--- src/design/cam_presence_and_speed_pulse_monitor_unit_assert.svh ---
// ---------------------------------------------------------------------------
// Assertion macros for the cam presence and speed pulse monitor
// Concurrent checks on the rising edge of clock, held off during reset.
// ---------------------------------------------------------------------------
`ifndef CAM_PRESENCE_AND_SPEED_PULSE_MONITOR_UNIT_ASSERT_SVH
`define CAM_PRESENCE_AND_SPEED_PULSE_MONITOR_UNIT_ASSERT_SVH

`ifndef ASSERT_OFF
`define CPSM_ASSERT_SAME(lbl, ante, cons, msg) \
   lbl: assert property (@(posedge clock) disable iff (reset) (ante) |-> (cons)) \
      else $error(msg);
`define CPSM_ASSERT_NEXT(lbl, ante, cons, msg) \
   lbl: assert property (@(posedge clock) disable iff (reset) (ante) |=> (cons)) \
      else $error(msg);
`else
`define CPSM_ASSERT_SAME(lbl, ante, cons, msg)
`define CPSM_ASSERT_NEXT(lbl, ante, cons, msg)
`endif

`endif

--- src/design/cpsm_pkg.sv ---
// ---------------------------------------------------------------------------
// cpsm_pkg
// Types and codes shared by the cam presence and speed pulse monitor.
// ---------------------------------------------------------------------------
`default_nettype none

package cpsm_pkg;

   localparam logic [2:0] OP_REF_EDGE   = 3'd0;
   localparam logic [2:0] OP_PHASE_EDGE = 3'd1;
   localparam logic [2:0] OP_TOOTH      = 3'd2;
   localparam logic [2:0] OP_POLL       = 3'd3;
   localparam logic [2:0] OP_READ       = 3'd4;

   localparam logic [1:0] REF_ROLE_NONE  = 2'd0;
   localparam logic [1:0] REF_ROLE_REF   = 2'd1;
   localparam logic [1:0] REF_ROLE_SPEED = 2'd2;
   localparam logic [1:0] REF_ROLE_CAM   = 2'd3;

   localparam logic [1:0] PH_ROLE_NONE  = 2'd0;
   localparam logic [1:0] PH_ROLE_CAM   = 2'd1;
   localparam logic [1:0] PH_ROLE_SPEED = 2'd2;

   localparam logic [1:0] CSR_REF_ROLE   = 2'd0;
   localparam logic [1:0] CSR_PHASE_ROLE = 2'd1;
   localparam logic [1:0] CSR_THRESHOLD  = 2'd2;
   localparam logic [1:0] CSR_CAM_WATCH  = 2'd3;

   localparam int CSR_DATA_W = 16;

   localparam logic [15:0] STOP_GAP = 16'd62000;
   localparam logic [15:0] ALL_ONES = 16'hFFFF;

   typedef struct packed {
      logic [2:0]  op;
      logic [15:0] timer_value;
      logic        clear_count;
      logic        clear_error;
   } req_type;

   typedef struct packed {
      logic        ref_event;
      logic        cam_edge_seen;
      logic        cam_ready;
      logic        cam_fault;
      logic [15:0] speed_period;
      logic [15:0] pulse_count;
   } rsp_type;

   typedef struct packed {
      logic [1:0]  ref_input_role;
      logic [1:0]  phase_input_role;
      logic [15:0] cam_error_threshold;
      logic        cam_watch;
   } cfg_type;

endpackage

`default_nettype wire

--- src/design/cpsm_cfg_regs.sv ---
// ---------------------------------------------------------------------------
// cpsm_cfg_regs
// Configuration register file, written through the plain csr port.
// ---------------------------------------------------------------------------
`default_nettype none

module cpsm_cfg_regs (
   input  wire logic                               clock,
   input  wire logic                               reset,
   input  wire logic                               csr_wr_en,
   input  wire logic [1:0]                         csr_index,
   input  wire logic [cpsm_pkg::CSR_DATA_W-1:0]    csr_wdata,
   output cpsm_pkg::cfg_type                       cfg
);
   import cpsm_pkg::*;

   cfg_type cfg_ff;
   cfg_type cfg_in;

   always_comb begin
      cfg_in = cfg_ff;
      if (csr_wr_en) begin
         case (csr_index)
            CSR_REF_ROLE:   cfg_in.ref_input_role      = csr_wdata[1:0];
            CSR_PHASE_ROLE: cfg_in.phase_input_role    = csr_wdata[1:0];
            CSR_THRESHOLD:  cfg_in.cam_error_threshold = csr_wdata[15:0];
            CSR_CAM_WATCH:  cfg_in.cam_watch           = csr_wdata[0];
            default: ;
         endcase
      end
   end

   always_ff @(posedge clock) begin
      if (reset) begin
         cfg_ff.ref_input_role      <= REF_ROLE_REF;
         cfg_ff.phase_input_role    <= PH_ROLE_CAM;
         cfg_ff.cam_error_threshold <= '0;
         cfg_ff.cam_watch           <= 1'b1;
      end else begin
         cfg_ff <= cfg_in;
      end
   end

   assign cfg = cfg_ff;

endmodule

`default_nettype wire

--- src/design/cpsm_core.sv ---
// ---------------------------------------------------------------------------
// cpsm_core
// Monitor state and the single-pass update and status snapshot per item.
// ---------------------------------------------------------------------------
`default_nettype none

module cpsm_core (
   input  wire logic              clock,
   input  wire logic              reset,
   input  wire cpsm_pkg::cfg_type cfg,
   input  wire logic              item_valid,
   input  wire cpsm_pkg::req_type item,
   output cpsm_pkg::rsp_type      snap
);
   import cpsm_pkg::*;

   logic        ref_flag_ff,     ref_flag_in;
   logic        cam_flag_ff,     cam_flag_in;
   logic        cam_ok_ff,       cam_ok_in;
   logic        cam_err_ff,      cam_err_in;
   logic [15:0] tooth_count_ff,  tooth_count_in;
   logic [15:0] last_pulse_ff,   last_pulse_in;
   logic [15:0] raw_period_ff,   raw_period_in;
   logic        speed_flag_ff,   speed_flag_in;
   logic [15:0] held_period_ff,  held_period_in;
   logic [15:0] speed_pulses_ff, speed_pulses_in;
   logic        filter_armed_ff, filter_armed_in;

   logic        speed_used;
   logic        cam_used;
   logic        is_speed_edge;
   logic        is_cam_edge;
   logic [15:0] tooth_inc;
   logic [15:0] gap;

   always_comb begin
      speed_used = (cfg.ref_input_role == REF_ROLE_SPEED) ||
                   (cfg.phase_input_role == PH_ROLE_SPEED);
      cam_used   = (cfg.ref_input_role == REF_ROLE_CAM) ||
                   (cfg.phase_input_role == PH_ROLE_CAM);
      is_speed_edge = ((item.op == OP_REF_EDGE) && (cfg.ref_input_role == REF_ROLE_SPEED)) ||
                      ((item.op == OP_PHASE_EDGE) && (cfg.phase_input_role == PH_ROLE_SPEED));
      is_cam_edge   = ((item.op == OP_REF_EDGE) && (cfg.ref_input_role == REF_ROLE_CAM)) ||
                      ((item.op == OP_PHASE_EDGE) && (cfg.phase_input_role == PH_ROLE_CAM));
      tooth_inc = tooth_count_ff + 16'd1;
      gap       = item.timer_value - last_pulse_ff;

      ref_flag_in     = ref_flag_ff;
      cam_flag_in     = cam_flag_ff;
      cam_ok_in       = cam_ok_ff;
      cam_err_in      = cam_err_ff;
      tooth_count_in  = tooth_count_ff;
      last_pulse_in   = last_pulse_ff;
      raw_period_in   = raw_period_ff;
      speed_flag_in   = speed_flag_ff;
      held_period_in  = held_period_ff;
      speed_pulses_in = speed_pulses_ff;
      filter_armed_in = filter_armed_ff;

      if ((item.op == OP_REF_EDGE) && (cfg.ref_input_role == REF_ROLE_REF)) begin
         ref_flag_in = 1'b1;
      end
      if (is_speed_edge) begin
         speed_pulses_in = speed_pulses_ff + 16'd1;
         raw_period_in   = gap;
         last_pulse_in   = item.timer_value;
         speed_flag_in   = 1'b1;
      end
      if (is_cam_edge && cfg.cam_watch) begin
         cam_ok_in      = 1'b1;
         tooth_count_in = '0;
         cam_flag_in    = 1'b1;
      end

      case (item.op)
         OP_TOOTH: begin
            if (cam_used && cfg.cam_watch) begin
               tooth_count_in = tooth_inc;
               if (tooth_inc > cfg.cam_error_threshold) begin
                  cam_ok_in      = 1'b0;
                  cam_err_in     = 1'b1;
                  tooth_count_in = '0;
               end
            end
         end
         OP_POLL: begin
            if (speed_used) begin
               speed_flag_in = 1'b0;
               if (!filter_armed_ff) begin
                  if (speed_flag_ff) begin
                     filter_armed_in = 1'b1;
                  end
               end else if (gap > STOP_GAP) begin
                  held_period_in  = ALL_ONES;
                  filter_armed_in = 1'b0;
               end else if (speed_flag_ff) begin
                  held_period_in = raw_period_ff;
               end
            end
         end
         OP_READ: begin
            ref_flag_in = 1'b0;
            cam_flag_in = 1'b0;
            if (item.clear_count) begin
               speed_pulses_in = '0;
            end
            if (item.clear_error) begin
               cam_err_in = 1'b0;
            end
         end
         default: ;
      endcase

      if (item.op == OP_READ) begin
         snap.ref_event     = ref_flag_ff;
         snap.cam_edge_seen = cam_flag_ff;
         snap.cam_ready     = cam_ok_ff;
         snap.cam_fault     = cam_err_ff;
         snap.speed_period  = speed_used ? held_period_ff : 16'd0;
         snap.pulse_count   = speed_used ? speed_pulses_ff : 16'd0;
      end else begin
         snap.ref_event     = ref_flag_in;
         snap.cam_edge_seen = cam_flag_in;
         snap.cam_ready     = cam_ok_in;
         snap.cam_fault     = cam_err_in;
         snap.speed_period  = speed_used ? held_period_in : 16'd0;
         snap.pulse_count   = speed_used ? speed_pulses_in : 16'd0;
      end
   end

   always_ff @(posedge clock) begin
      if (reset) begin
         ref_flag_ff     <= 1'b0;
         cam_flag_ff     <= 1'b0;
         cam_ok_ff       <= 1'b0;
         cam_err_ff      <= 1'b0;
         tooth_count_ff  <= '0;
         last_pulse_ff   <= '0;
         raw_period_ff   <= ALL_ONES;
         speed_flag_ff   <= 1'b0;
         held_period_ff  <= ALL_ONES;
         speed_pulses_ff <= '0;
         filter_armed_ff <= 1'b0;
      end else if (item_valid) begin
         ref_flag_ff     <= ref_flag_in;
         cam_flag_ff     <= cam_flag_in;
         cam_ok_ff       <= cam_ok_in;
         cam_err_ff      <= cam_err_in;
         tooth_count_ff  <= tooth_count_in;
         last_pulse_ff   <= last_pulse_in;
         raw_period_ff   <= raw_period_in;
         speed_flag_ff   <= speed_flag_in;
         held_period_ff  <= held_period_in;
         speed_pulses_ff <= speed_pulses_in;
         filter_armed_ff <= filter_armed_in;
      end
   end

endmodule

`default_nettype wire

--- src/design/cam_presence_and_speed_pulse_monitor_unit.sv ---
// ---------------------------------------------------------------------------
// cam_presence_and_speed_pulse_monitor_unit
// Cam presence, reference edge and speed pulse monitor with status reads.
//
// The req channel carries one event transaction (pin edge, crank tooth,
// poll tick or status read) with its timer sample. Every request yields
// exactly one rsp transaction holding the status snapshot.
// A request is captured in an input register, processed in one pass
// against the monitor state, and the snapshot lands in the result
// register that drives rsp_valid and rsp_data. Throughput is one
// transaction per cycle while the receiver does not stall; the state
// is updated in one pass, so back-to-back requests are taken without gaps.
// When the receiver stalls, the result register holds, the next request
// waits in the input register, and req_stall rises only once both are full.
// The csr port writes the role, threshold and enable registers; write
// them only while no transaction is in flight.
// Synchronous reset empties both registers, restores the register
// defaults and returns the monitor state to its idle values.
// ---------------------------------------------------------------------------
`default_nettype none

module cam_presence_and_speed_pulse_monitor_unit (
   input  wire logic                               clock,
   input  wire logic                               reset,
   input  wire logic                               req_valid,
   output logic                                    req_stall,
   input  wire cpsm_pkg::req_type                  req_data,
   output logic                                    rsp_valid,
   input  wire logic                               rsp_stall,
   output cpsm_pkg::rsp_type                       rsp_data,
   input  wire logic                               csr_wr_en,
   input  wire logic [1:0]                         csr_index,
   input  wire logic [cpsm_pkg::CSR_DATA_W-1:0]    csr_wdata
);
   import cpsm_pkg::*;

   `include "cam_presence_and_speed_pulse_monitor_unit_assert.svh"

   cfg_type cfg;
   rsp_type snap;

   logic    s1_valid_ff;
   logic    s1_valid_in;
   req_type s1_item_ff;
   logic    rsp_valid_ff;
   logic    rsp_valid_in;
   rsp_type rsp_data_ff;
   logic    advance;
   logic    req_take;

   cpsm_cfg_regs u_cfg (
      .clock     (clock),
      .reset     (reset),
      .csr_wr_en (csr_wr_en),
      .csr_index (csr_index),
      .csr_wdata (csr_wdata),
      .cfg       (cfg)
   );

   cpsm_core u_core (
      .clock      (clock),
      .reset      (reset),
      .cfg        (cfg),
      .item_valid (advance),
      .item       (s1_item_ff),
      .snap       (snap)
   );

   always_comb begin
      advance      = s1_valid_ff && (!rsp_valid_ff || !rsp_stall);
      req_stall    = s1_valid_ff && !advance;
      req_take     = req_valid && !req_stall;
      s1_valid_in  = req_take || (s1_valid_ff && !advance);
      rsp_valid_in = advance || (rsp_valid_ff && rsp_stall);
   end

   always_ff @(posedge clock) begin
      if (reset) begin
         s1_valid_ff  <= 1'b0;
         rsp_valid_ff <= 1'b0;
      end else begin
         s1_valid_ff  <= s1_valid_in;
         rsp_valid_ff <= rsp_valid_in;
      end
   end

   always_ff @(posedge clock) begin
      if (req_take) begin
         s1_item_ff <= req_data;
      end
      if (advance) begin
         rsp_data_ff <= snap;
      end
   end

   assign rsp_valid = rsp_valid_ff;
   assign rsp_data  = rsp_data_ff;

   `CPSM_ASSERT_SAME(a_stall_needs_item, req_stall, s1_valid_ff, "stall with empty input stage")
   `CPSM_ASSERT_SAME(a_empty_out_no_stall, !rsp_valid_ff, !req_stall, "stall with free result")
   `CPSM_ASSERT_NEXT(a_advance_fills_out, advance, rsp_valid_ff, "processed item not presented")

endmodule

`default_nettype wire
--- config.mk ---
export PLATFORM = sky130hd
export DESIGN_NAME = cam_presence_and_speed_pulse_monitor_unit
export DESIGN_NICKNAME = d
export VERILOG_FILES = /design/src/design/cpsm_pkg.sv /design/src/design/cpsm_cfg_regs.sv /design/src/design/cpsm_core.sv /design/src/design/cam_presence_and_speed_pulse_monitor_unit.sv
export VERILOG_INCLUDE_DIRS = /design/src /design/src/design
export SDC_FILE = /design/constraint.sdc
export NUM_CORES = 1
export LEC_CHECK = 0
export BUFFER_PORTS_ARGS = -buffer_cell sky130_fd_sc_hd__buf_2
export CORE_MARGIN = 4
export CORE_UTILIZATION = 45
export CTS_CLUSTER_SIZE = 24
export DETAILED_ROUTE_END_ITERATION = 10
export SLEW_MARGIN = 20
export SYNTH_ARGS = -nofsm -noshare
export SYNTH_HDL_FRONTEND = slang
export SYNTH_SLANG_ARGS = --single-unit
--- constraint.sdc ---
create_clock -name clock -period 5.4 [get_ports clock]
set_input_delay 0.54 -clock clock [delete_from_list [all_inputs] [get_ports clock]]
set_output_delay 0.54 -clock clock [all_outputs]
set_load 0.005 [all_outputs]
==> impl_results.md <==
* Status: complete, no violations
* WP depth at 16
* Clock Path Buffers at 2
* First-pass detailed-route iteration total at 5
* Final WL at 16.4 mm
* Hold Slack at 285 ps
* Fmax at 230 MHz
* Fillers at 1646
* CP arrival at 4700 ps
* Sequential share of power at 48.5%
* CP top delay family: simple AND/OR/NAND/NOR gates
* Initial core utilization at 46.2%
* Multi-input gate area at 3790 sq um
* Max incr delay on CP at 740 ps
* Cts bufs inserted at 17
* Post-synth ARST share at 0%
* CORE AREA at 17400 sq um
* Distinct cell type count after synthesis at 74
* Synth area leader: dfxtp_1
* P_sw at 632 uW
* Worst Skew at 14.2 ps
* Setup bufs post-CTS at 0
* R2r startpoint: u_core.tooth_count_ff[0]$_SDFFE_PP0P_
* Worst r2r dst: u_core.tooth_count_ff[6]$_SDFFE_PP0P_
* Slew Viols, Final at 0
* Most used cell along the critical path: and3_1
* Cts repair resizes at 0
* Worst setup path category: register to register
* Critical Path Sink: u_core.tooth_count_ff[6]$_SDFFE_PP0P_
* First-pass GRT wire length at 27.7 mm
* Die Span X at 142 um
* Switching part of the total at 23.0%
* Register bit total from synthesis at 166
* Primary FF master, synth: dfxtp_1
* Critical path, cell by cell: ha_1 -> and3_1 -> nand3_1 -> nor3_1 -> and3_1 -> nand3_1 -> xnor2_1 -> ha_1 -> and3_1 -> nand4_1 -> nor3_1 -> and2_1 -> a31oi_1 -> nor2_1 -> a31oi_1 -> mux2i_1
* Gate power share at 7.1%
* Io pins at 82
* Port bufs at 81
* Worst R2R Path Depth at 16
* Register area share after synthesis at 48.5%
* Tmin final at 4350 ps
* Fin. Hold Viols at 0
* VDD IR-drop max at 0.000229 V
* Startpoint types: register
* P per Cell Area at 299 nW/um^2
* Min-Delay Path Class: primary input to register
* Area contributors post-synth: dfxtp_1, edfxtp_1, nand2_1, ha_1, a21oi_1
* Setup crit start: u_core.tooth_count_ff[0]$_SDFFE_PP0P_
* Total track usage at 16.8%
* DR iter-0 viols at 357
* Fin Setup TNS at 0 ps
* Syn Nets at 921
* Synth Area per Inst at 9.52 sq um
* Worst setup EP type: register
* Max FO, Critical Path at 12
* Req. time, crit path at 5750 ps
* Clock share of power at 44.4%
* Root buffer cell: clkbuf_16
* Final period utilization at 80.5%
* R2r setup slk at 1050 ps
* Max Cap Viol at 0
* Clock Latency Late Sink at 430 ps
* Clock transition at path regs at 60 ps
* Slowest stage cell on the critical path: nor2_1
* Max transition margin at 39.6%
* Die height at 142 um
* RSZ-0062 raised after global routing: no
* Setup violations, final at 0
* Synth-to-layout area growth at 14.6%
* Synth Warn # at 0
* CP Buf/Inv Count at 0
* Post-DP HPWL at 11.0 mm
* Initial antenna violation count at 0
* DRC Markers at 0
* Die ar. at 20000 sq um
* Synthesized area at 8020 sq um
* Drt via density at 5.21
* Vias in the first global route at 5567
* CTS tree: built
* WL per Instance at 14.3 um
* Synth top area share at 27.2%
* Routed Antenna Nets at 0
* Largest net degree at the start of global routing at 73
* Via count at 5988
* RePlAce Congestion at 0.785
* Worst-margin pin slew at 903 ps
* Row count at 48
* Final Power at 2750 uW
* Leak at 0.00352 uW
* H-tree Lvls at 4
* Nets at 989
* Layout cells sized above 1 at 17.2%
* Clk sinks at 166
* Int Pwr at 2120 uW
* GRT Residual Overflow at 0
* Syn Inst Count at 843
* Hold-fix buffers at CTS at 0
* Number of synthesized flops with an enable pin at 57
* Antenna diodes at 0
* Register area at 3890 sq um
worst min-delay path by stage:
| stage | from | to | cells past startpoint |
|---|---|---|---|
| 2_1_floorplan | u_cfg.cfg[10]$_SDFFE_PP0P_ | u_cfg.cfg[10]$_SDFFE_PP0P_ | 2 |
| 4_1_cts | req_data[16] | s1_item_ff[16]$_DFFE_PP_ | 1 |
| 3_5_place_dp | u_core.last_pulse_ff[9]$_SDFFE_PP0P_ | u_core.last_pulse_ff[9]$_SDFFE_PP0P_ | 2 |
| 6_report | req_data[16] | s1_item_ff[16]$_DFFE_PP_ | 1 |
| 3_3_place_gp | u_core.last_pulse_ff[12]$_SDFFE_PP0P_ | u_core.last_pulse_ff[12]$_SDFFE_PP0P_ | 2 |
| 5_1_grt | req_data[15] | s1_item_ff[15]$_DFFE_PP_ | 1 |
per-layer routing:
metal / wire (um) / up-vias / GRT usage [%] / share of wire [%]
li1: - / 3167 / - / -
met3: 755 / 6 / 3.47 / 4.6
met1: 8410 / 2714 / 24.7 / 51
met4: 99 / 0 / 5.30 / 0.60
met5: 0 / - / 0 / 0
met2: 7150 / 101 / 24.8 / 44
power by group through the flow:
stage / Combinational, uW / Clock, uW / Sequential [uW]
6_report: 195 / 1220 / 1330
5_1_grt: 220 / 1310 / 1340
2_1_floorplan: 131 / 0 / 1360
3_5_place_dp: 197 / 0 / 1360
3_3_place_gp: 196 / 0 / 1360
4_1_cts: 198 / 1250 / 1330
cell usage in the layout, fill, tap and decap left out, drive strengths merged, types with 4 or more instances in the layout:
| cell type | synthesis | routed |
|---|---|---|
| a22oi | 14 | 14 |
| and3 | 12 | 12 |
| nor2b | 7 | 7 |
| edfxtp | 57 | 57 |
| xor2 | 17 | 17 |
| and2 | 11 | 11 |
| a21o | 13 | 13 |
| o22a | 16 | 16 |
| a31oi | 6 | 6 |
| ha | 33 | 33 |
| nor3 | 16 | 16 |
| inv | 40 | 42 |
| clkinv | 1 | 5 |
| mux2i | 10 | 10 |
| dfxtp | 109 | 109 |
| o31ai | 4 | 4 |
| nand3 | 30 | 30 |
| xnor2 | 21 | 21 |
| a21oi | 65 | 65 |
| nor4 | 4 | 4 |
| o21a | 5 | 5 |
| nand2 | 114 | 114 |
| nand4 | 8 | 8 |
| nor2 | 76 | 76 |
| buf | 10 | 90 |
| clkbuf | 31 | 24 |
| o221a | 16 | 16 |
| o21ai | 31 | 31 |
| or3 | 7 | 7 |
| o211ai | 12 | 12 |
worst register-to-register path, cell delays in order, from the launching register on:
cell and delay, ps:
dfxtp_1 420, ha_1 250, and3_1 230, nand3_1 150, nor3_1 390, and3_1 310, nand3_1 110, xnor2_1 160
ha_1 310, and3_1 190, nand4_1 150, nor3_1 290, and2_1 170, a31oi_1 90, nor2_1 740, a31oi_1 190
mux2i_1 150
synthesized netlist by cell type (13+ instances only):
cell type / number
a21o_1: 13
a21oi_1: 61
a22oi_1: 14
clkbuf_1: 31
dfxtp_1: 109
edfxtp_1: 57
ha_1: 33
inv_1: 40
nand2_1: 114
nand3_1: 30
nor2_1: 76
nor3_1: 16
o21ai_0: 26
o221a_2: 16
o22a_1: 16
xnor2_1: 21
xor2_1: 17
cells by family (layout without fill, tap and decap cells):
logic type / after synthesis / count (layout) / share of synthesized area, %
compound gates: 207 / 207 / 18.4
xor+xnor: 38 / 38 / 4.15
fa+ha+maj: 34 / 34 / 5.40
buf+inv: 82 / 163 / 4.26
flops: 166 / 166 / 48.5
mux: 10 / 10 / 1.25
simple gates: 306 / 306 / 18.0
layout make-up:
type,count,share of cell area (%)
clock buffer,24,5.59
clock inverter,8,0.926
inverter,41,1.67
multi-input combinational,595,41.2
sequential,166,42.4
tap,225,3.06
timing repair buffer,90,5.14
registers in the layout (all words and copies together), names as in the netlist, 16 cells and up:
signal                  flops
u_core.tooth_count_ff      16
rsp_data                   36
u_core.held_period_ff      16
s1_item_ff                 21
u_cfg.cfg                  21
u_core.speed_pulses_ff     16
u_core.raw_period_ff       16
u_core.last_pulse_ff       16
through the flow:
| step | instances | setup WS, ps | util [%] | instance area, sq um |
|---|---|---|---|---|
| CTS | 1149 | 1010 | 53.0 | 9190 |
| global placement | 1117 | 1250 | 49.5 | 8590 |
| finish | 1149 | 1050 | 53.0 | 9190 |
| detailed placement | 1117 | 1100 | 49.5 | 8590 |
| global route | 1149 | 594 | 53.0 | 9190 |
| floorplan | 843 | 1850 | - | 8020 |
Note: power is estimated with default switching activity, not from simulation.
